### src/hdl/rsca_pkg.sv
// Shared types, widths and constants for the ray/sphere chord accumulator.
// No dependencies; every other file of the block imports this package.
package rsca_pkg;

    localparam int POS_W      = 32;   // signed Q16.16 coordinates
    localparam int RADIUS_W   = 31;   // unsigned Q15.16 radius
    localparam int ANG_W      = 16;   // angle, 65536 = one full turn
    localparam int CFG_IDX_W  = 2;
    localparam int CFG_DATA_W = 32;
    localparam int W_W        = POS_W + 1;   // position minus center
    localparam int ROT_W      = 34;   // CORDIC x, y and z registers
    localparam int STEP_W     = 5;
    localparam int CORDIC_STEPS = 30;
    localparam int MUL_W      = 36;   // signed multiplier operand
    localparam int PROD_W     = 2 * MUL_W;
    localparam int SUM_W      = 66;   // dot product accumulator
    localparam int SQ_W       = 68;   // sums of squares
    localparam int ROOT_W     = 35;   // square root result bits
    localparam int RAD_W      = 2 * ROOT_W;
    localparam int REM_W      = ROOT_W + 3;
    localparam int CNT_W      = 6;
    localparam int CHORD_W    = 32;
    localparam int TOTAL_W    = 48;
    localparam int H_SHIFT    = 28;   // Q44 dot product down to Q16

    localparam logic signed [ROT_W-1:0] CORDIC_GAIN = 34'sd652032874;

    typedef enum logic [CFG_IDX_W-1:0] {
        REG_RADIUS   = 2'd0,
        REG_CENTER_X = 2'd1,
        REG_CENTER_Y = 2'd2,
        REG_CENTER_Z = 2'd3
    } t_cfg_idx;

    // One classified item as it travels from the front to the back.
    typedef struct packed {
        logic                    considered;
        logic signed [W_W-1:0]   wx;
        logic signed [W_W-1:0]   wy;
        logic signed [W_W-1:0]   wz;
        logic [ANG_W-1:0]        polar;
        logic [ANG_W-1:0]        azimuth;
    } t_item;

    // Arctangent of 2^-i in units of 2^-32 turn.
    function automatic logic signed [ROT_W-1:0] atan_turn(input logic [STEP_W-1:0] i);
        logic signed [ROT_W-1:0] v;
        case (i)
            5'd0:  v = 34'sd536870912;
            5'd1:  v = 34'sd316933406;
            5'd2:  v = 34'sd167458908;
            5'd3:  v = 34'sd85004758;
            5'd4:  v = 34'sd42667330;
            5'd5:  v = 34'sd21354465;
            5'd6:  v = 34'sd10679842;
            5'd7:  v = 34'sd5340245;
            5'd8:  v = 34'sd2670163;
            5'd9:  v = 34'sd1335087;
            5'd10: v = 34'sd667544;
            5'd11: v = 34'sd333772;
            5'd12: v = 34'sd166886;
            5'd13: v = 34'sd83443;
            5'd14: v = 34'sd41722;
            5'd15: v = 34'sd20861;
            5'd16: v = 34'sd10430;
            5'd17: v = 34'sd5215;
            5'd18: v = 34'sd2608;
            5'd19: v = 34'sd1304;
            5'd20: v = 34'sd652;
            5'd21: v = 34'sd326;
            5'd22: v = 34'sd163;
            5'd23: v = 34'sd81;
            5'd24: v = 34'sd41;
            5'd25: v = 34'sd20;
            5'd26: v = 34'sd10;
            5'd27: v = 34'sd5;
            5'd28: v = 34'sd3;
            5'd29: v = 34'sd1;
            default: v = '0;
        endcase
        return v;
    endfunction

endpackage

### src/hdl/rsca_queue.sv
// Two-entry queue of classified items between the front and the back.
// Depends on rsca_pkg.
module rsca_queue (
    input  logic            i_clk,
    input  logic            i_rst_n,
    input  logic            i_push,
    input  rsca_pkg::t_item i_item,
    input  logic            i_pop,
    output logic            o_full,
    output logic            o_empty,
    output rsca_pkg::t_item o_item
);
    import rsca_pkg::*;

    t_item      r_mem [2];
    logic       r_wptr;
    logic       r_rptr;
    logic [1:0] r_count;

    assign o_full  = (r_count == 2'd2);
    assign o_empty = (r_count == 2'd0);
    assign o_item  = r_mem[r_rptr];

    always_ff @(posedge i_clk) begin
        if (!i_rst_n) begin
            r_wptr  <= 1'b0;
            r_rptr  <= 1'b0;
            r_count <= 2'd0;
        end else begin
            if (i_push) begin
                r_wptr <= !r_wptr;
            end
            if (i_pop) begin
                r_rptr <= !r_rptr;
            end
            if (i_push && !i_pop) begin
                r_count <= r_count + 2'd1;
            end else if (i_pop && !i_push) begin
                r_count <= r_count - 2'd1;
            end
        end
    end

    always_ff @(posedge i_clk) begin
        if (i_push) begin
            r_mem[r_wptr] <= i_item;
        end
    end

endmodule

### config.mk
export PLATFORM = sky130hd
export DESIGN_NAME = rsca_queue
export DESIGN_NICKNAME = d
export VERILOG_FILES = /design/src/hdl/rsca_pkg.sv /design/src/hdl/rsca_queue.sv
export SDC_FILE = /design/constraint.sdc
export NUM_CORES = 1
export LEC_CHECK = 0
export BUFFER_PORTS_ARGS = -buffer_cell sky130_fd_sc_hd__buf_2
export CAP_MARGIN = 20
export CORE_ASPECT_RATIO = 0.6
export CORE_UTILIZATION = 43
export DETAILED_ROUTE_END_ITERATION = 8
export GPL_TIMING_DRIVEN = 1
export PLACE_DENSITY = 0.74
export SLEW_MARGIN = 20
export SYNTH_ARGS = -nofsm -noshare
export SYNTH_HDL_FRONTEND = slang
export SYNTH_SLANG_ARGS = --single-unit
export TNS_END_PERCENT = 50
### constraint.sdc
create_clock -name i_clk -period 6.91 [get_ports i_clk]
set_clock_uncertainty 0.15 [all_clocks]
set_input_delay 0.691 -clock i_clk [delete_from_list [all_inputs] [get_ports i_clk]]
set_output_delay 0.691 -clock i_clk [all_outputs]
set_load 0.05 [all_outputs]
-- Yosys cells after proc, flatten, opt, wreduce, memory -nomap -nowiden
Memories as Yosys holds them, arrays and structs flattened. A register that Yosys moved wholly into a read port is not among the register bits.
Index checks and enable logic that the tools add are counted.
- memories kept: 1
- flip-flop bits (word level): 4
- word-level logic and storage cells: 21
- output and inout port bits: 134
- memory bits (writable): 264
- bits of input ports: 136
- mux-type cells: 6
- add/sub/neg operators: 2
- equality and inequality tests: 1
- reductions and logical operators: 8
- memory list (name ; depth ; bits a word ; rd ports ; clocked after memory_dff ; wr ports ; line ; RTL):
    r_mem ; 2 ; 132 ; 1 ; 1 ; 1 ; rsca_queue.sv:15 ; t_item r_mem [2];
- operators by type and width (cell ; count):
    $logic_not 1->1 ; 4
    $mux 1 ; 4
    $mux 2 ; 2
    $add 2x1->2 const B ; 1
    $eq 2x2->1 const B ; 1
    $logic_and 1x1->1 ; 2
    $logic_not 2->1 ; 1
    $reduce_bool 2->1 ; 1
    $sub 2x1->2 const B ; 1

-- Logic depth before layout (Yosys ltp)
Gate-level depths: netlist of the first run.
- depth after elaboration: 4
- mapped depth: 5

-- Least setup slack after synthesis of the first run
Ideal clock, no wire load.
- path type: input to register
- start: in i_push
- end: mem r_mem[0][0] (netlist name) (enable)
- stages on the path: 1
- required time: 6.119 ns
- setup time: 0.641 ns
- arrival: 6.441 ns
- slack: -0.322 ns
- path through: nor2b_1
- longest elaborated chain between the ends: 2
- ends and longest elaborated chain (what ; line ; RTL):
    start: declaration ; rsca_queue.sv:6 ; input logic i_push,
    $mux 1 ; rsca_queue.sv:45 ; if (i_push) begin
    $mux 1 (not written as such) ; rsca_queue.sv:46 ; r_mem[r_wptr] <= i_item;
    end: declaration ; rsca_queue.sv:15 ;
Every way passes these cells.

==> key figures, run 1 <==
Clock tree
  – Hold buffers post-CTS: 0
  – Post-CTS resize count: 0
  – Skew-Pair Late Insertion Delay: just over 500 ps
  – Clk pin slew, worst setup/hold paths: 60 ps
  – CTS tree: built
  – Root buf cell: clkbuf_16
  – CTS Buffer Depth: 3
  – Clk sinks: about 270
  – Postcts setup bufs: 0
  – CTS Buf Count: 24
  – H-tree lvl count: 1

Floorplanning
  – Core region area: 22490 µm²
  – Die H: approximately 120 µm
  – Io pins: between 200 and 300
  – Row count: 42
  – Starting Density: between 40 and 50%
  – Die Width: roughly 200 µm
  – Die area: between 20000 and 25000 µm²

Worst hold path
  – Hold Path Stages: 1
  – Min-delay worst type: input port to flip-flop

Finish
  – Fin cells: ~1000
  – Share of cells above drive strength 1: 60.25%
  – Nets@finish: between 800 and 900
  – Most frequent cells in the layout: buf_2 (269), edfxtp_1 (264), mux2_4 (80), mux2_2 (52), clkbuf_16 (25)
  – Area grow syn2layout: 24.00%
  – Commonest non-fill, non-tap cell in the layout: buf_2

Pwr
  – Net Switching: about 1.0 mW
  – Pint: roughly 2.8 mW
  – Logic pwr share: approximately 17%
  – PwrDens: just over 300 nW/µm²
  – Peak supply drop: ~0.21 mV
  – Pwr Total: approximately 3.8 mW
  – Sequential share of power: between 50% and 60%
  – Sw Share: 26.32%
  – Clock Power Share: about a third
  – Pleak: between 4 and 5 nW

STA
  – RSZ-0062 raised after global routing: false
  – F_max: about 290 MHz
  – Final count of hold timing violations: 0
  – Final critical-path required period: between 3000 and 4000 ps
  – Final Cycle Share: ~50%
  – Final setup viols: 0
  – Relative slew slack: a little over two fifths
  – Worst Tran Pin Value: 846.4 ps
  – Worst hold slack: between 200 and 250 ps
  – Slew Limit Fails: 0
  – Total Negative Setup Slacks: 0 ps

Route
  – Routed wire per std cell: between 15 and 20 µm
  – Drt first pass iters: 4
  – Via-per-instance ratio: 4.802
  – Final wirelength: around 19 mm
  – DR iter-0 viols: around 210
  – Vias: approximately 5000
  – ANT nets after route: 0
  – DRC: 0

Global route
  – Tot GR Track Use: between 10% and 20%
  – First-pass GRT wire length: 27.53 mm
  – Largest net degree at the start of global routing: a little under 90
  – Vias in the first global route: between 5000 and 6000
  – Total grt overflow: 0
  – Initial antenna violation count: 2

Placed design
  – Dpl cells: 1000
  – HPWL Detailed: between 10 and 15 mm
  – Routability-driven placement congestion ratio: approximately 0.74
  – Port-buffer cells: 269

Flow run
  – Max Cap Viol: 0

Outcome
  – Outcome: complete, no violations

Logic synthesis
  – Avg Cell Area, Syn: about 23 µm²
  – #FFs+latches synth: around 270
  – Yosys Warn Count: 0
  – Syn Inst Count: around 430
  – Sequential cell area fraction in the yosys report: 79.69%
  – Syn_nets: 570
  – Area of the mapped netlist: around 10000 µm²
  – Synth cell types: 19

Setup path
  – Setup slack, reg-to-reg: 4480 ps
  – Critical path class: flip-flop to primary output
  – CP endpoint kind: primary output
  – CP Max Fanout: 48
  – R2r worst-path depth: 3
  – Startpoint types: flip-flop
  – Req. time, crit path: 6070 ps
  – Critical path arrival: approximately 2600 ps
## synthesized netlist by cell type
cell type  count  area share [%]
and2b_1        1           0.075
buf_2          5            0.25
a21boi_0       1           0.075
inv_1          1           0.037
nor2_1         1           0.037
nor2b_1        2            0.12
mux2_2        52             5.8
edfxtp_1     264              79
buf_8          1            0.15
and2_1         4            0.25
or3_1          1           0.062
ha_1           1            0.12
dfxtp_1        5            0.99
o21a_1         1           0.075
o21ai_0        1           0.050
xor2_1         2            0.17
xnor2_1        1           0.087
mux2_4        80              12
buf_6          9             1.0
## through the flow
| step | utilization, % | worst slack [ps] | cell area (µm²) |
|---|---|---|---|
| floorplan | - | 2171 | 10080 |
| global placement | 52.09 | 3940 | 11720 |
| detailed placement | 52.09 | 3838 | 11720 |
| CTS | 55.39 | 3334 | 12460 |
| global route | 55.52 | 3285 | 12490 |
| finish | 55.54 | 3429 | 12490 |
## final timing paths
kind                             startpoint       endpoint
worst min register to register   r_count[1]     r_count[1]
worst max register to register       r_wptr  r_mem[1][105]
worst min-delay path            i_item[108]  r_mem[1][108]
worst max-delay path              flip-flop      o_item[0]
## routing by layer
layer	track usage, %	share of wire [%]	vias to the layer above
met5	0	0.053	-
met2	24.09	46	209
met4	3.674	2.0	2
li1	-	-	2285
met3	5.635	9.3	29
met1	19.36	43	2474
## power groups by stage
stage	sequential, mW	clock, mW	combinational [mW]
global route	1.92	1.36	0.668
detailed placement	1.95	0	0.640
global placement	1.95	0	0.629
CTS	1.92	1.30	0.643
floorplan	1.94	0	0.506
finish	1.92	1.27	0.639
## flip-flops by register name, summed over array words and instances, names as in the netlist, named ones only
register	count
r_wptr	1
r_count	2
r_rptr	1
r_mem	264
## kinds of logic after synthesis
| family | count (synthesis) | share of synthesized area (%) |
|---|---|---|
| DFF | 269 | 79.69 |
| muxes | 132 | 17.74 |
| buffers and inverters | 16 | 1.441 |
| and+or+nand+nor | 9 | 0.5465 |
| AOI/OAI and AO/OA | 3 | 0.1987 |
| xor gates and xnor gates | 3 | 0.2609 |
| adders and majority gates | 1 | 0.1242 |
## critical path, cell delays in order (launching register included)
cell	delay [ps]
dfxtp_4	710
buf_4	750
mux2_2	410
buf_2	210
## area by class of cell
type / instances / area [µm²]
diodes: 1 / 2.502
clock buffers: 30 / 644.4
clock inverters: 9 / 97.59
fillers: 1721 / 10000
inverters: 1 / 3.754
multi-input cells: 148 / 1911
flip-flops and latches: 269 / 8031
well taps: 308 / 385.4
repair buffers: 275 / 1415
Note: power is estimated with default switching activity, not from simulation.
==> inputs of run 2 (changes only) <==
--- a/config.mk
+++ b/config.mk
@@ -5,6 +5,7 @@
 export SDC_FILE = /design/constraint.sdc
 export NUM_CORES = 1
 export LEC_CHECK = 0
+export ABC_AREA = 1
 export BUFFER_PORTS_ARGS = -buffer_cell sky130_fd_sc_hd__buf_2
 export CAP_MARGIN = 20
 export CORE_ASPECT_RATIO = 0.6
==> constraint.sdc (replaced) <==
create_clock -name i_clk -period 2.97 [get_ports i_clk]
set_clock_uncertainty 0.15 [all_clocks]
set_input_delay 0.297 -clock i_clk [delete_from_list [all_inputs] [get_ports i_clk]]
set_output_delay 0.297 -clock i_clk [all_outputs]
set_load 0.05 [all_outputs]
==> key figures, run 2 <==
Setup path
  – Critical path arrival: roughly 2100 ps
  – Critical path class: flip-flop to primary output
  – Setup slack, reg-to-reg: roughly 1500 ps
  – R2r worst-path depth: 3
  – Startpoint types: flip-flop
  – CP Max Fanout: 29
  – CP peak stage delay: 690 ps
  – CP top delay family: flip-flops
  – FF-to-FF Start: r_wptr
  – Crit path max-delay cell type: dfxtp_4
  – CP Cell Sequence: buf_4 -> mux2_4 -> buf_2
  – R2R Path End: r_mem[1][109]
  – CP endpoint kind: primary output
  – Req. time, crit path: 2520 ps
  – Bufs and invs on worst path: 2

Worst hold path
  – Hold Path Stages: 2
  – Hold Path Sink: r_mem[1][126]
  – Hold path startpoint: i_item[126]
  – Min-delay worst type: input port to flip-flop

Finish
  – Share of cells above drive strength 1: 50.39%
  – Most frequent cells in the layout: buf_2 (269), edfxtp_1 (264), dlygate4sd3_1 (135), mux2_4 (80), mux2_2 (52)
  – Nets@finish: 1012
  – Fin cells: around 1200
  – Commonest non-fill, non-tap cell in the layout: buf_2
  – Final instance area: between 10000 and 15000 µm²
  – Area grow syn2layout: 39.51%
  – ANT cells: 0
  – Biggest regs: r_mem x264, r_count x2
  – Largest register FFs: about 260
  – Filler instances: ~1600
  – Largest Register: r_mem

Outcome
  – Outcome: complete, no violations

Placed design
  – Dpl cells: 1021
  – HPWL Detailed: between 10 and 15 mm
  – Dpl cell area: between 10000 and 15000 µm²
  – Port-buffer cells: around 270
  – Pre-CTS setup slack: 920.8 ps
  – Routability-driven placement congestion ratio: between 0.7 and 0.8

STA
  – Final critical-path required period: roughly 2600 ps
  – Worst Tran Pin Value: between 500 and 600 ps
  – Final Cycle Share: between 80% and 90%
  – Post-route setup slack: a little under 400 ps
  – Slew Limit Fails: 0
  – Final count of hold timing violations: 0
  – F_max: ~390 MHz
  – RSZ-0062 raised after global routing: false
  – Final setup viols: 0
  – Relative slew slack: 64.17%

Clock tree
  – CTS Buf Count: 25
  – CTS Buffer Depth: 3
  – Postcts setup bufs: 0
  – Clk sinks: 269
  – H-tree lvl count: 1
  – Skew-Pair Late Insertion Delay: approximately 520 ps
  – CTS tree: built
  – Clk pin slew, worst setup/hold paths: around 60 ps
  – Root buf cell: clkbuf_16

Pwr
  – Pwr Total: between 9 and 10 mW
  – PwrDens: 656.4 nW/µm²
  – Pleak: about 5.5 nW
  – Peak supply drop: about 0.58 mV

Logic synthesis
  – Asr flop ratio synth: 0%
  – EDFF count, synth: 264
  – Top_reg_cell synth: edfxtp_1
  – Yosys Warn Count: 0
  – Syn Inst Count: around 450
  – Syn_nets: 583
  – Area of the mapped netlist: ~10000 µm²
  – Sequential cell area fraction in the yosys report: ~80%
  – Synth area leaders: edfxtp_1 (79%), mux2_4 (12%), mux2_2 (5.8%)
  – Yosys top cell by area: edfxtp_1
  – Synth cell types: 15
  – Avg Cell Area, Syn: between 20 and 25 µm²
  – Synth top area share: between 70% and 80%
  – Commonest cells post-synth: edfxtp_1 (264), mux2_4 (80), mux2_2 (52)
  – #FFs+latches synth: ~270
  – Most common cell in the netlist: edfxtp_1

Floorplanning
  – Starting Density: approximately 45%
  – Die Width: 199.7 µm
  – Die area: about 24000 µm²
  – Io pins: 270
  – Row count: 42
  – Core region area: approximately 22000 µm²
  – Die H: about 120 µm

Global route
  – Tot GR Track Use: between 10% and 20%
  – First-pass GRT wire length: between 30 and 40 mm
  – Largest net degree at the start of global routing: 70
  – Vias in the first global route: slightly below 6000
  – Total grt overflow: 0
  – Initial antenna violation count: 0

Flow run
  – Max Cap Viol: 0

Route
  – Routed wire per std cell: ~18 µm
  – Final wirelength: 21.44 mm
  – DR iter-0 viols: approximately 280
  – Drt first pass iters: 4
  – Via-per-instance ratio: ~4.7
  – Vias: 5600
  – ANT nets after route: 0
  – DRC: 0
## run 2: cell type report
class                           count  area (µm²)  share of cell area, %
Sequential cell                   269        8031                  57.09
Multi-Input combinational cell    154        1892                  13.45
Inverter                            8       32.53                 0.2313
Tap cell                          308       385.4                  2.739
Clock buffer                       38       684.4                  4.865
Timing Repair Buffer              417        2895                  20.58
Clock inverter                      7       146.4                  1.041
## run 2: where the power goes
part | switching, mW | leakage (nW) | internal (mW)
clock | 1.32 | 0.399 | 1.94
sequential | 0.0678 | 2.52 | 4.40
combinational | 0.961 | 2.61 | 0.545
## run 2: metrics by stage
step / hold slack, ps / util, % / TNS, ps
2_1_floorplan: 245.9 / - / -90460
3_3_place_gp: 326.9 / 52.84 / 0
3_5_place_dp: 332.9 / 52.84 / 0
4_1_cts: 311.1 / 62.54 / 0
5_1_grt: 319.4 / 62.54 / 0
6_report: 342.1 / 62.54 / 0
## run 2: cell families after synthesis
logic type	count (synthesis)	share of synthesized area [%]
flip-flops	269	79.61
multiplexers	132	17.72
buffers and inverters	23	1.700
AND/OR/NAND/NOR	19	0.7445
AO/OA/AOI/OAI	2	0.09917
adder cells (fa/ha/maj)	1	0.1241
## run 2: repair_timing
item                                   4_1_cts  5_1_grt
hold buffers                               135        0
gates resized for setup                      0        0
endpoints found under the hold margin      269        0
## run 2: worst max path at each step
stage	endpoint	depth (start not counted)	slack, ps
3_5_place_dp	o_item[68]	3	920
4_1_cts	o_item[68]	3	350
5_1_grt	o_item[66]	3	280
3_3_place_gp	o_item[69]	3	930
6_report	o_item[100]	3	390
2_1_floorplan	r_mem[1][0]	2	-690
## run 2: layer usage
layer  up-vias  wire length (µm)  share of wire, %  track usage (%)
met1      2738              9126                43            22.13
met2       221             10210                48            28.97
met5         -                 0                 0                0
met3        25              1805               8.4            5.914
li1       2616                 -                 -                -
met4         0               292               1.4            3.053
==> inputs of run 3 (changes only) <==
==> constraint.sdc (replaced) <==
create_clock -name i_clk -period 2.1 [get_ports i_clk]
set_clock_uncertainty 0.15 [all_clocks]
set_input_delay 0.21 -clock i_clk [delete_from_list [all_inputs] [get_ports i_clk]]
set_output_delay 0.21 -clock i_clk [all_outputs]
set_load 0.05 [all_outputs]
==> key figures, run 3 (synthesis results as in run 2) <==
Setup path
  – CP Cell Sequence: buf_12 -> clkbuf_16 -> mux2_4 -> buf_6
  – Req. time, crit path: approximately 1700 ps
  – Startpoint types: flip-flop
  – CP endpoint kind: primary output
  – CP top delay family: buffers and inverters
  – CP peak stage delay: ~420 ps
  – Critical path arrival: about 1800 ps
  – Crit path max-delay cell type: dfxtp_4
  – Bufs and invs on worst path: 3
  – Critical path class: flip-flop to primary output
  – CP Max Fanout: 8

Worst hold path
  – Min-delay worst type: input port to flip-flop

Finish
  – Most frequent cells in the layout: edfxtp_1 (264), dlygate4sd3_1 (138), buf_2 (137), buf_6 (107), mux2_4 (98)
  – Nets@finish: 1025
  – Largest register FFs: between 200 and 300
  – Biggest regs: r_mem x264, r_count x2
  – Commonest non-fill, non-tap cell in the layout: edfxtp_1
  – Largest Register: r_mem
  – Fin cells: between 1000 and 1500
  – Area grow syn2layout: 52.86%
  – Share of cells above drive strength 1: 51.82%

STA
  – Worst Tran Pin Value: a little under 500 ps
  – Relative slew slack: between 60% and 70%
  – Final critical-path required period: between 2000 and 2500 ps
  – Post-route setup slack: -58.38 ps
  – Worst hold slack: ~260 ps
  – F_max: between 400 and 500 MHz
  – RSZ-0062 raised after global routing: true
  – Final count of hold timing violations: 0
  – Slew Limit Fails: 0
  – Final Cycle Share: 102.8%
  – Final setup viols: 70

Clock tree
  – CTS Buffer Depth: 3
  – CTS tree: built
  – CTS Buf Count: 25
  – H-tree lvl count: 1
  – Root buf cell: clkbuf_16
  – Skew-Pair Late Insertion Delay: 520 ps
  – Clk sinks: around 270
  – Clk pin slew, worst setup/hold paths: around 70 ps

Route
  – Routed wire per std cell: just over 20 µm
  – Drt first pass iters: 6
  – Final wirelength: 25.23 mm
  – DRC: 0
  – Via-per-instance ratio: 4.783
  – Vias: roughly 5800
  – ANT nets after route: 0
  – DR iter-0 viols: 330

Floorplanning
  – Io pins: 270
  – Die H: 120.6 µm
  – Row count: 42
  – Core region area: between 20000 and 25000 µm²
  – Die area: about 24000 µm²
  – Die Width: ~200 µm
  – Starting Density: about 45%

Global route
  – Largest net degree at the start of global routing: between 80 and 90
  – Vias in the first global route: 6211
  – Tot GR Track Use: between 10% and 20%
  – Total grt overflow: 0
  – First-pass GRT wire length: roughly 35 mm
  – Initial antenna violation count: 1

Placed design
  – Port-buffer cells: 269
  – Pre-CTS setup slack: roughly 390 ps
  – HPWL Detailed: around 12 mm
  – Routability-driven placement congestion ratio: about 0.71
  – Dpl cells: between 1000 and 1500

Pwr
  – Peak supply drop: about 0.86 mV
  – PwrDens: around 900 nW/µm²
  – Pleak: just over 6 nW

Flow run
  – Max Cap Viol: 0

Outcome
  – Outcome: finished, violations left
  – Failing checks: setup timing
==> run 3: area by class of cell <==
class | count | area, µm²
Clock buffer | 27 | 633.1
Antenna cell | 1 | 2.502
Clock inverter | 17 | 201.4
Multi-Input combinational cell | 154 | 1962
Sequential cell | 269 | 8033
Timing Repair Buffer | 430 | 4163
Fill cell | 1403 | 7078
Inverter | 8 | 33.78
Tap cell | 308 | 385.4
==> run 3: worst paths after layout <==
kind | from | to | slack [ps] | cells past startpoint
hold reg to reg | r_rptr | r_rptr | 350 | 2
setup reg to reg | r_wptr | r_wptr | 200 | 5
hold / removal | i_item[123] | r_mem[0][123] | 260 | 2
setup / recovery | flip-flop | o_item[56] | -60 | 4
==> run 3: layer usage <==
layer  wire length [µm]  GRT usage [%]
met4                384          4.294
met5                  0              0
met3               1740          5.802
met1              11040          25.61
met2              12060          33.20
==> run 3: per-stage QoR <==
step / total power, mW / instance area (µm²) / util, % / TNS [ps]
2_1_floorplan: 7.848 / 10100 / - / -201930
3_3_place_gp: 8.290 / 11830 / 52.61 / 0
3_5_place_dp: 8.322 / 11830 / 52.61 / 0
4_1_cts: 13.52 / 15040 / 66.87 / -3825
5_1_grt: 14.08 / 15410 / 68.53 / -7295
6_report: 13.66 / 15410 / 68.53 / -1838
==> run 3: where the power goes <==
group / total, mW / switching, mW / internal (mW)
registers: 6.30 / 0.0871 / 6.22
clock network: 4.65 / 1.96 / 2.69
logic: 2.71 / 1.52 / 1.19
total: 13.7 / 3.56 / 10.1
==> run 3: timing repair <==
item,CTS,global route
endpoints found under the hold margin,269,0
endpoints found under the setup margin,131,124
resized for setup,243,65
cloned,8,5
buffers inserted,3,0
hold buffers,138,0
