<file path="src/hdl/rsca_pkg.sv">
// Shared types, widths and constants for the ray/sphere chord accumulator.
// No dependencies; every other file of the block imports this package.
package rsca_pkg;

    localparam int POS_W      = 32;   // signed Q16.16 coordinates
    localparam int RADIUS_W   = 31;   // unsigned Q15.16 radius
    localparam int ANG_W      = 16;   // angle, 65536 = one full turn
    localparam int CFG_IDX_W  = 2;
    localparam int CFG_DATA_W = 32;
    localparam int W_W        = POS_W + 1;   // position minus center
    localparam int ROT_W      = 34;   // CORDIC x, y and z registers
    localparam int STEP_W     = 5;
    localparam int CORDIC_STEPS = 30;
    localparam int MUL_W      = 36;   // signed multiplier operand
    localparam int PROD_W     = 2 * MUL_W;
    localparam int SUM_W      = 66;   // dot product accumulator
    localparam int SQ_W       = 68;   // sums of squares
    localparam int ROOT_W     = 35;   // square root result bits
    localparam int RAD_W      = 2 * ROOT_W;
    localparam int REM_W      = ROOT_W + 3;
    localparam int CNT_W      = 6;
    localparam int CHORD_W    = 32;
    localparam int TOTAL_W    = 48;
    localparam int H_SHIFT    = 28;   // Q44 dot product down to Q16

    localparam logic signed [ROT_W-1:0] CORDIC_GAIN = 34'sd652032874;

    typedef enum logic [CFG_IDX_W-1:0] {
        REG_RADIUS   = 2'd0,
        REG_CENTER_X = 2'd1,
        REG_CENTER_Y = 2'd2,
        REG_CENTER_Z = 2'd3
    } t_cfg_idx;

    // One classified item as it travels from the front to the back.
    typedef struct packed {
        logic                    considered;
        logic signed [W_W-1:0]   wx;
        logic signed [W_W-1:0]   wy;
        logic signed [W_W-1:0]   wz;
        logic [ANG_W-1:0]        polar;
        logic [ANG_W-1:0]        azimuth;
    } t_item;

    // Arctangent of 2^-i in units of 2^-32 turn.
    function automatic logic signed [ROT_W-1:0] atan_turn(input logic [STEP_W-1:0] i);
        logic signed [ROT_W-1:0] v;
        case (i)
            5'd0:  v = 34'sd536870912;
            5'd1:  v = 34'sd316933406;
            5'd2:  v = 34'sd167458908;
            5'd3:  v = 34'sd85004758;
            5'd4:  v = 34'sd42667330;
            5'd5:  v = 34'sd21354465;
            5'd6:  v = 34'sd10679842;
            5'd7:  v = 34'sd5340245;
            5'd8:  v = 34'sd2670163;
            5'd9:  v = 34'sd1335087;
            5'd10: v = 34'sd667544;
            5'd11: v = 34'sd333772;
            5'd12: v = 34'sd166886;
            5'd13: v = 34'sd83443;
            5'd14: v = 34'sd41722;
            5'd15: v = 34'sd20861;
            5'd16: v = 34'sd10430;
            5'd17: v = 34'sd5215;
            5'd18: v = 34'sd2608;
            5'd19: v = 34'sd1304;
            5'd20: v = 34'sd652;
            5'd21: v = 34'sd326;
            5'd22: v = 34'sd163;
            5'd23: v = 34'sd81;
            5'd24: v = 34'sd41;
            5'd25: v = 34'sd20;
            5'd26: v = 34'sd10;
            5'd27: v = 34'sd5;
            5'd28: v = 34'sd3;
            5'd29: v = 34'sd1;
            default: v = '0;
        endcase
        return v;
    endfunction

endpackage

</file>
<file path="src/hdl/rsca_front.sv">
// Front end: accepts input items, classifies them and forms position minus center.
// Depends on rsca_pkg.
module rsca_front (
    input  logic                               i_clk,
    input  logic                               i_rst_n,
    input  logic                               i_valid,
    output logic                               o_ready,
    input  logic signed [rsca_pkg::POS_W-1:0]  i_pos_x,
    input  logic signed [rsca_pkg::POS_W-1:0]  i_pos_y,
    input  logic signed [rsca_pkg::POS_W-1:0]  i_pos_z,
    input  logic [rsca_pkg::ANG_W-1:0]         i_polar_angle,
    input  logic [rsca_pkg::ANG_W-1:0]         i_azimuth_angle,
    input  logic                               i_absorbed,
    input  logic signed [rsca_pkg::POS_W-1:0]  i_center_x,
    input  logic signed [rsca_pkg::POS_W-1:0]  i_center_y,
    input  logic signed [rsca_pkg::POS_W-1:0]  i_center_z,
    input  logic                               i_full,
    output logic                               o_push,
    output rsca_pkg::t_item                    o_item
);
    import rsca_pkg::*;

    logic  r_valid;
    t_item r_item;
    t_item n_item;

    assign o_ready = !r_valid || !i_full;
    assign o_push  = r_valid && !i_full;
    assign o_item  = r_item;

    always_comb begin
        n_item.considered = !i_absorbed && !i_pos_x[POS_W-1];
        n_item.wx = W_W'(i_pos_x) - W_W'(i_center_x);
        n_item.wy = W_W'(i_pos_y) - W_W'(i_center_y);
        n_item.wz = W_W'(i_pos_z) - W_W'(i_center_z);
        n_item.polar   = i_polar_angle;
        n_item.azimuth = i_azimuth_angle;
    end

    always_ff @(posedge i_clk) begin
        if (!i_rst_n) begin
            r_valid <= 1'b0;
        end else if (i_valid && o_ready) begin
            r_valid <= 1'b1;
        end else if (o_push) begin
            r_valid <= 1'b0;
        end
    end

    always_ff @(posedge i_clk) begin
        if (i_valid && o_ready) begin
            r_item <= n_item;
        end
    end

endmodule

</file>
<file path="config.mk">
export PLATFORM = sky130hd
export DESIGN_NAME = rsca_front
export DESIGN_NICKNAME = d
export VERILOG_FILES = /design/src/hdl/rsca_pkg.sv /design/src/hdl/rsca_front.sv
export SDC_FILE = /design/constraint.sdc
export NUM_CORES = 1
export LEC_CHECK = 0
export BUFFER_PORTS_ARGS = -buffer_cell sky130_fd_sc_hd__buf_2
export CORE_AREA = 3 3 139 141
export CTS_BUF_LIST = sky130_fd_sc_hd__clkbuf_2
export DETAILED_ROUTE_END_ITERATION = 7
export DIE_AREA = 0 0 142 144
export PLACE_DENSITY = 0.84
export SYNTH_ARGS = -nofsm -noshare
export SYNTH_HDL_FRONTEND = slang
export SYNTH_SLANG_ARGS = --single-unit
</file>
<file path="constraint.sdc">
create_clock -name i_clk -period 9.4 [get_ports i_clk]
set_input_delay 1.88 -clock i_clk [delete_from_list [all_inputs] [get_ports i_clk]]
set_output_delay 1.88 -clock i_clk [all_outputs]
set_load 0.02 [all_outputs]
</file>
After elaboration in Yosys (flattened, before gate mapping)
Index checks and enable logic that the tools add are counted.
W data, S select, Z words.
{ "word_totals": {"reg_bits": 133, "latchBits": 0, "ramBits": 0, "mem_bits_ro": 0, "in_bits": 229, "output_inout_bits": 134, "n_memories": 0} }
{ "classes": {"addsub": 3, "mul": 0, "div_mod_pow": 0, "order_cmp": 0, "eq_ne": 0, "shift": 0, "mux": 2, "bitwise_logic": 0, "n_reduce_logical": 9} }
{ "ops": {"columns": ["op", "count"], "rows": [
  ["$sub A32 B32 Y33", 3],
  ["$logic_not A1 Y1", 4],
  ["$logic_and A1 B1 Y1", 3],
  ["$mux W1", 2],
  ["$reduce_bool A2 Y1", 1],
  ["$logic_or A1 B1 Y1", 1]
]} }

Longest topological paths before layout
Gate-level depths: netlist (run 1).
{ "depth": {"word_depth": 4, "depth_mapped": 11} }

Worst setup path after synthesis (run 1)
Ideal clock, no wire load.
{ "synth_timing": {"path_kind": "input -> register", "from": "input i_full", "to": "register r_item (netlist bit o_item[0]), enable pin", "arrival_time_ps": 5140, "required_time_ps": 8893, "slack_ps": 3753, "stages": 2, "n_path_buf": 0, "path_cell_list": "nand2_1 > and2_1"} }
{ "synth_via": {"elab_chain_len": 3} }
{ "synth_lines": {"columns": ["item", "line", "source"], "rows": [
  ["from (decl)", "rsca_front.sv:17", "input logic i_full,"],
  ["$logic_not A1 Y1", "rsca_front.sv:27", "assign o_ready = !r_valid || !i_full;"],
  ["$logic_or A1 B1 Y1", "rsca_front.sv:27", null],
  ["$logic_and A1 B1 Y1", "rsca_front.sv:51", "if (i_valid && o_ready) begin"],
  ["to (signal assigned)", "rsca_front.sv:52", "r_item <= n_item;"],
  ["to (decl)", "rsca_front.sv:24", "t_item r_item;"]
]} }
Every way passes these cells.
A chain may end at the register's enable or synchronous reset.

Worst setup path after layout (run 1)
{ "layout_timing": {"from": "input i_full", "to": "output o_push"} }
{ "layout_via": {"elab_chain_len": 2} }
{ "layout_lines": {"columns": ["item", "line", "source"], "rows": [
  ["$logic_not A1 Y1", "rsca_front.sv:28", "assign o_push = r_valid && !i_full;"],
  ["$logic_and A1 B1 Y1", "rsca_front.sv:28", null],
  ["to (decl)", "rsca_front.sv:18", "output logic o_push,"]
]} }
Every way passes these cells.

==> impl_metrics.json, run 1 <==
{
  "cell_internal_pwr_uw": 1080,
  "n_fill_cell": 1462,
  "powerDensity_nw_per_um2": 146,
  "slew_violations": 0,
  "grt_max_degree": 80,
  "max-vdd-ir-drop_v": 0.0000758,
  "cp_data_required_time_ns": 7.52,
  "critical_path.max_fanout": 3,
  "place_congestion": 0.977,
  "drive_above_1_share_pct": 31.1,
  "path_clk_slew_ns": 0.22,
  "via_per_inst": 5.52,
  "drc": 0,
  "cts_resized": 0,
  "io-pin-count": 363,
  "p_clk_share_pct": 19.6,
  "start_kind": "primary input",
  "setup_viol": 0,
  "gr-total-overflow": 0,
  "core_area_um2": 18100,
  "syn_nets": 1276,
  "yosysUniqueCellTypes": 71,
  "max_freq_ghz": 0.238,
  "grt_use_met1_pct": 31.0,
  "synth_common_cells": "132 x edfxtp_1, 124 x inv_1, 96 x ha_1, 87 x a21oi_1, 65 x nand2_1",
  "hold_viol_final": 0,
  "dieArea_um2": 20400,
  "p_leak_uw": 0.00568,
  "ys_dominant_reg_cell": "edfxtp_1",
  "insertion_delay_ns": 0.68,
  "synth-seq-area-share_pct": 42.5,
  "hp-class": "reg -> reg",
  "swShare_pct": 36.4,
  "timing.rr.start": "r_valid",
  "nets": 1638,
  "synth_top_area_share_pct": 42.3,
  "rrSetupSlack_ns": 6.93,
  "r2r_end": "o_item[19]",
  "synth_warnings": 0,
  "cap_violations": 0,
  "synth_area_per_cell_um2": 9.89,
  "min_period_over_period_pct": 44.7,
  "num_rows": 49,
  "yosys-top-cells-area": "edfxtp_1 42%, ha_1 13%, inv_1 5.0%",
  "p_switching_uw": 620,
  "arrival_ns": 2.32,
  "syn-cell-area_um2": 9370,
  "p_seq_share_pct": 44.9,
  "whs_path_depth": 2,
  "p_comb_share_pct": 35.5,
  "final-instance-count-excl-fill": 1554,
  "area_growth_pct": 24.1,
  "worstSetupEndpointType": "output port",
  "cts_tree": "done",
  "yosysMostFrequentCell": "edfxtp_1",
  "post_drt_wl_per_cell_um": 17.4,
  "hold_start": "r_valid",
  "grt_first_pass_wirelength_um": 40800,
  "first_pass_iters": 5,
  "dpl.hpwl_um": 22000,
  "finClkSkew_ns": 0.0265,
  "worst_path_largest_cell_delay_ns": 0.19,
  "critPathKind": "in -> out",
  "ctsHoldBuffers": 0,
  "cts_buffers": 17,
  "crit_slowest_cell": "buf_2",
  "post-cts-setup-buffer-count": 0,
  "status": "finished clean",
  "slew_headroom_pct": 28.2,
  "io_buffers": 362,
  "cts_sinks": 133,
  "tns_ns": 0,
  "whs_endpoint": "r_valid",
  "path_cells": "buf_2, nor2b_1, buf_2",
  "crit_top_cell": "buf_2",
  "busiest_layer": "met2",
  "dr_total_vias": 8571,
  "tightestPinTransition_ns": 1.08,
  "grt_pass1_vias": 8093,
  "postRouteAntennaNets": 0,
  "initial_core_util_pct": 51.8,
  "r2r_cells": 3,
  "syn_inst": 948,
  "synth.ff_latch_count": 133,
  "cts_root_buffer": "clkbuf_2",
  "period_needed_ns": 4.20,
  "totalWireLength_um": 27000,
  "yosysTopAreaCell": "edfxtp_1",
  "dp.cells": 1520,
  "synth_edf_count": 132,
  "cts_max_path_buffers": 2,
  "die_h_um": 144,
  "drtIter0Drc": 610,
  "use_met2_pct": 43.4,
  "async_flop_share_pct": 0,
  "rsz0062_at_grt": "no",
  "grtUsageTotal_pct": 25.3,
  "antenna_found_initial": 5,
  "grt_use_met3_pct": 5.95,
  "cts_max_level": 4,
  "die_x_um": 142
}
[how the worst max path moves through the flow]
| stage | slack (ns) | cells past startpoint | endpoint | startpoint |
|---|---|---|---|---|
| 2_1_floorplan | 3.75 | 2 | o_item[0] | i_full |
| 3_3_place_gp | 4.66 | 12 | o_item[126] | i_pos_x[0] |
| 3_5_place_dp | 4.65 | 12 | o_item[126] | i_pos_x[0] |
| 4_1_cts | 5.21 | 3 | o_push | i_full |
| 5_1_grt | 5.18 | 3 | o_push | i_full |
| 6_report | 5.20 | 3 | o_push | i_full |
[layout make-up]
type	count	area [um^2]	share of cell area, %
antenna	2	5.00	0.0430
inverter	124	465	4.00
clock buffer	18	90.1	0.775
multi-input combinational	671	4850	41.7
tap	229	287	2.46
timing repair buffer	363	1820	15.6
clock inverter	14	129	1.11
sequential	133	3980	34.3
[routing by layer]
layer	routed length [um]	vias up
met5	30	-
met4	985	6
met2	13100	439
met1	10600	3885
li1	-	4166
met3	2350	75
[layout by cell type, fill, tap and decap left out, types with 3 or more instances in the layout]
cell type / count
o31ai_1: 7
nor2b_1: 17
and3_1: 8
a211oi_1: 6
a311oi_1: 3
a31oi_1: 7
o211ai_1: 10
o21ai_0: 48
nand4_1: 17
ha_1: 96
nor2_1: 49
nor3b_1: 3
o21bai_1: 10
clkinv_4: 4
a21o_1: 44
o21ai_1: 3
a21boi_0: 4
o21a_1: 16
clkbuf_2: 18
buf_2: 362
or3_1: 3
fa_1: 3
clkinv_2: 4
xnor2_1: 48
nand3_1: 20
nand2b_1: 7
inv_1: 124
nand2_1: 65
edfxtp_1: 132
xor2_1: 32
a21oi_1: 87
nor3_1: 7
[critical path, delay by kind of cell]
family / cells / cell delay, ns
buffers and inverters: 2 / 0.30
AND/OR/NAND/NOR: 1 / 0.14
[power groups by stage]
stage          logic (uW)  clock network [uW]  registers, uW
6_report              604                 334            764
5_1_grt               656                 370            771
4_1_cts               599                 345            765
3_5_place_dp          597                   0            778
3_3_place_gp          584                   0            777
2_1_floorplan         314                   0            866
[registers in the layout (all words and copies together) (netlist names)]
name and count:
r_valid 1, o_item 132
[kinds of logic after synthesis]
group / after synthesis / synth area share (%)
AOI/OAI and AO/OA: 281 / 19.8
and+or+nand+nor: 209 / 10.8
buffers and inverters: 144 / 5.78
DFF: 133 / 42.5
adders and majority gates: 99 / 13.5
xor gates and xnor gates: 80 / 7.47
muxes: 2 / 0.214
[through the flow]
step           utilization (%)  power (uW)  area (um^2)  hold WS, ns  worst slack, ns
6_report                  64.3        1700        11600        0.572             5.20
5_1_grt                   64.3        1800        11600        0.632             5.18
4_1_cts                   64.3        1710        11600        0.576             5.21
3_5_place_dp              63.1        1370        11400        0.553             4.65
3_3_place_gp              63.1        1360        11400        0.519             4.66
2_1_floorplan                -        1180         9370        0.487             3.75
Power figures use the tool's default switching activity.
==> inputs of run 2 (changes only) <==
Settings changed: CORE_AREA 3 3 139 141 to not set, CORE_MARGIN set to 3, CORE_UTILIZATION set to 51, DIE_AREA 0 0 142 144 to not set.
Clock period 9.4 ns to 4 ns, I/O delays scaled along.
==> run 2 against run 1 <==
  * Sequential power grew 140%
  * Die area shrank 2.0%
  * Flip-flop and latch count is the same
  * Critical path type is now in -> reg
  * Wire length rose by 1.2%
  * Final cell count is the same
  * Clock power grew to 3.0 times the previous value
  * Clock skew increased by 0.017 ns
==> impl_metrics.json, run 2 (same netlist as run 1, synthesis figures left out) <==
{
  "status": "finished clean",
  "post-cts-setup-buffer-count": 0,
  "r2r_cells": 3,
  "start_kind": "primary input",
  "dpl_cell_area_um2": 11400,
  "cts_root_buffer": "clkbuf_2",
  "antenna_found_initial": 2,
  "dp.cells": 1518,
  "cts_sinks": 133,
  "nets": 1640,
  "hold_viol_final": 0,
  "place_congestion": 0.921,
  "io_buffers": 362,
  "layout_common_cells": "362 x buf_2, 132 x edfxtp_1, 124 x inv_1, 96 x ha_1, 87 x a21oi_1",
  "drc": 0,
  "cts_max_level": 4,
  "gr-total-overflow": 0,
  "grtUsageTotal_pct": 26.3,
  "slew_headroom_pct": 62.0,
  "arrival_ns": 3.47,
  "hp-class": "in -> reg",
  "via_per_inst": 5.53,
  "dr_total_vias": 8591,
  "final-instance-count-excl-fill": 1554,
  "first_pass_iters": 5,
  "n_fill_cell": 1458,
  "rsz0062_at_grt": "no",
  "path_clk_slew_ns": 0.25,
  "ctsHoldBuffers": 0,
  "cts_max_path_buffers": 2,
  "post_drt_wl_per_cell_um": 17.6,
  "cts_tree": "done",
  "grt_max_degree": 66,
  "io-pin-count": 363,
  "drtIter0Drc": 576,
  "totalWireLength_um": 27300,
  "max_freq_ghz": 0.335,
  "cp_data_required_time_ns": 4.48,
  "cts_buffers": 17,
  "tightestPinTransition_ns": 0.565,
  "slew_violations": 0,
  "p_leak_uw": 0.00573,
  "postRouteAntennaNets": 0,
  "die_h_um": 142,
  "whs_path_depth": 1,
  "final_common_cell": "buf_2",
  "critical_path.max_fanout": 3,
  "rrSetupSlack_ns": 2.15,
  "final_area_um2": 11700,
  "dieArea_um2": 20000,
  "finClkSkew_ns": 0.0435,
  "die_x_um": 142,
  "drive_above_1_share_pct": 31.2,
  "setup_viol": 0,
  "grt_first_pass_wirelength_um": 41700,
  "max-vdd-ir-drop_v": 0.000204,
  "dpl.hpwl_um": 22100,
  "area_growth_pct": 25.1,
  "core_area_um2": 17700,
  "cap_violations": 0,
  "cts_resized": 0,
  "initial_core_util_pct": 53.1,
  "grt_pass1_vias": 8308,
  "largest_reg_flops": 132,
  "period_needed_ns": 2.99,
  "min_period_over_period_pct": 74.7,
  "critPathKind": "in -> reg",
  "insertion_delay_ns": 0.71,
  "worstSetupEndpointType": "flip-flop",
  "tns_ns": 0,
  "num_rows": 48,
  "powerDensity_nw_per_um2": 359
}
## run 2: changes by cell type in the layout (fill, tap and decap cells not counted), sizes merged
cell	previous run	this run
clkinvlp	2	1
bufinv	1	4
diode	2	4
inv	127	128
clkinv	8	5
buf	363	365
## run 2: worst max-delay path, stage by stage
cell,delay (ns)
buf_2,0.07
inv_1,0.03
ha_1,0.26
fa_1,0.42
nand2b_1,0.19
a21oi_1,0.20
o21ai_1,0.13
a311oi_1,0.43
a211oi_2,0.19
o21ai_0,0.40
a21boi_0,0.19
xnor2_1,0.15
## run 2: path summary, 6_finish.rpt
check / endpoint / startpoint
setup / recovery: o_item[126] / i_pos_x[0]
hold / removal: o_item[9] / i_azimuth_angle[9]
setup reg to reg: o_item[75] / r_valid
hold reg to reg: r_valid / r_valid
## run 2: area by class of cell
class / instances / area [um^2] / area share (%)
Multi-Input combinational cell: 671 / 4850 / 41.4
Clock buffer: 18 / 90.1 / 0.768
Antenna cell: 4 / 10.0 / 0.0853
Clock inverter: 14 / 200 / 1.71
Tap cell: 225 / 282 / 2.40
Inverter: 124 / 465 / 3.97
Sequential cell: 133 / 3980 / 34.0
Timing Repair Buffer: 365 / 1850 / 15.7
## run 2: report_power, final
group / internal, uW / switching, uW
logic: 561 / 866
registers: 1750 / 44.4
clock network: 424 / 568
total: 2740 / 1480
## run 2: routing by layer
| layer | wire, um | track usage (%) | vias up |
|---|---|---|---|
| met5 | 0 | 0 | - |
| met4 | 911 | 9.70 | 0 |
| met3 | 2060 | 5.83 | 69 |
| met2 | 13500 | 45.1 | 400 |
| met1 | 10800 | 32.5 | 3959 |
| li1 | - | - | 4163 |
## run 2: stage by stage
stage	setup slack (ns)	power [uW]	utilization, %	hold WS (ns)
CTS	1.12	4230	66.4	0.157
finish	1.01	4220	66.4	0.230
floorplan	0.841	2770	-	0.487
detailed placement	0.294	3240	64.7	0.534
global route	0.946	4430	66.4	0.136
global placement	0.310	3210	64.7	0.512
==> inputs of run 3 (changes only) <==
Clock period 4 ns to 3 ns, I/O delays scaled along.
==> run 3 against run 2 <==
  * Die area stayed put
  * Register-to-register slack worse by 0.83 ns
  * Sequential share of layout area is 2.0 points lower
  * Highest routed layer is now met5
==> impl_metrics.json, run 3 (same netlist as run 1, synthesis figures left out) <==
{
  "pre_cts_ws_ns": -0.318,
  "rrSetupSlack_ns": 1.32,
  "worst_path_largest_cell_delay_ns": 0.41,
  "slew_headroom_pct": 59.2,
  "dr_total_vias": 9078,
  "period_needed_ns": 2.62,
  "antenna_found_initial": 3,
  "arrival_ns": 3.11,
  "post_drt_wl_per_cell_um": 17.5,
  "final_core_util_pct": 70.6,
  "drc": 0,
  "grtUsageTotal_pct": 28.1,
  "final_area_um2": 12500,
  "io_buffers": 362,
  "die_x_um": 142,
  "grt_first_pass_wirelength_um": 45100,
  "core_area_um2": 17700,
  "whs_ns": 0.0650,
  "setup_viol": 0,
  "cell_internal_pwr_uw": 3510,
  "p_leak_uw": 0.00614,
  "crit_slowest_cell": "fa_1",
  "die_h_um": 142,
  "setup_ws_ns": 0.378,
  "p_comb_share_pct": 37.6,
  "critical_path.max_fanout": 3,
  "cts_resized": 0,
  "routed.top_layer": "met5",
  "p_seq_share_pct": 43.5,
  "dieArea_um2": 20000,
  "cap_violations": 0,
  "power.total_uw": 5520,
  "p_clk_share_pct": 19.0,
  "met1_length_um": 11100,
  "via_per_inst": 5.50,
  "rsz0062_at_grt": "no",
  "postRouteAntennaNets": 0,
  "dpl.hpwl_um": 23200,
  "place_congestion": 0.955,
  "cts_buffers": 17,
  "drive_above_1_share_pct": 33.7,
  "drtIter0Drc": 454,
  "start_kind": "primary input",
  "area_growth_pct": 33.0,
  "hp-class": "in -> reg",
  "path_clk_slew_ns": 0.21,
  "max_freq_ghz": 0.381,
  "status": "finished clean",
  "grt_max_degree": 44,
  "slew_violations": 0,
  "powerDensity_nw_per_um2": 443,
  "cts_tree": "done",
  "cts_max_level": 4,
  "final_common_cell": "buf_2",
  "path_cells": "buf_2, inv_1, ha_1, fa_1, nand2b_1, a21oi_1, o21ai_1, a311oi_1, buf_4, a211oi_2, o21ai_0, buf_4, a21boi_0, xnor2_1",
  "gr-total-overflow": 0,
  "largest_reg_flops": 132,
  "cp_data_required_time_ns": 3.49,
  "min_period_over_period_pct": 87.4,
  "insertion_delay_ns": 0.72,
  "first_pass_iters": 7,
  "initial_core_util_pct": 53.1,
  "worstSetupEndpointType": "flip-flop",
  "cts_sinks": 133,
  "nets": 1737,
  "crit_family": "compound AO/OA/AOI/OAI gates",
  "grt_pass1_vias": 9062,
  "wl_met3_um": 2180,
  "tightestPinTransition_ns": 0.612,
  "hold_viol_final": 0,
  "crit_top_cell": "buf_4",
  "totalWireLength_um": 28900,
  "io-pin-count": 363,
  "cts_max_path_buffers": 2,
  "num_rows": 48,
  "layout_common_cells": "362 x buf_2, 132 x edfxtp_1, 124 x inv_1, 96 x ha_1, 87 x a21oi_1",
  "swShare_pct": 36.3,
  "wl_met2_um": 14700,
  "p_switching_uw": 2000,
  "cts_root_buffer": "clkbuf_2",
  "dpl_cell_area_um2": 12000,
  "cp.buffers_inverters": 4,
  "finClkSkew_ns": 0.0488,
  "max-vdd-ir-drop_v": 0.000273,
  "n_fill_cell": 1358,
  "critPathKind": "in -> reg"
}
run 3: cell count changes in the layout (fill, tap and decap cells not counted):
cell	change
clkinvlp_4	+2
clkbuf_2	-1
clkinv_4	-1
dlygate4sd3_1	+29
diode_2	-1
buf_12	+1
clkinv_1	+2
buf_4	+67
clkinv_2	+1
bufinv_16	-3
run 3: final timing paths:
path,startpoint,to,cells past startpoint
setup / recovery,i_pos_x[0],o_item[126],14
hold / removal,i_azimuth_angle[3],o_item[3],1
setup reg to reg,r_valid,o_item[112],3
hold reg to reg,r_valid,r_valid,2
run 3: metrics by stage:
step | instances | TNS [ns]
floorplan | 948 | 0
global placement | 1586 | -1.39
detailed placement | 1586 | -3.06
CTS | 1634 | 0
global route | 1649 | 0
finish | 1650 | 0
run 3: power by group through the flow:
stage	combinational [uW]	sequential, uW	clock [uW]
2_1_floorplan	983	2710	0
3_3_place_gp	1970	2430	0
3_5_place_dp	2010	2440	0
4_1_cts	2040	2400	1070
5_1_grt	2250	2420	1140
6_report	2070	2400	1050
run 3: per-layer routing:
layer	vias to the layer above	global-route usage, %
met5	-	0
li1	4354	-
met3	72	5.36
met1	4211	33.8
met4	2	9.65
met2	439	50.2
run 3: layout make-up:
cell class	instances	area, um^2	share of cell area, %
clock inverters	15	129	1.03
multi-input cells	671	4850	38.9
well taps	225	282	2.26
flip-flops and latches	133	3980	32.0
inverters	124	465	3.73
repair buffers	462	2660	21.3
clock buffers	17	85.1	0.683
diodes	3	7.51	0.0602
run 3: timing repair:
item / CTS / global route
hold buffers: 16 / 13
buffers inserted: 0 / 0
endpoints found under the hold margin: 16 / 13
endpoints found under the setup margin: 0 / 0
run 3: worst register-to-register path, delay by kind of cell (launching register included):
kind / cells / cell delay (ns)
and+or+nand+nor: 2 / 0.60
DFF: 1 / 0.38
buffers and inverters: 1 / 0.34
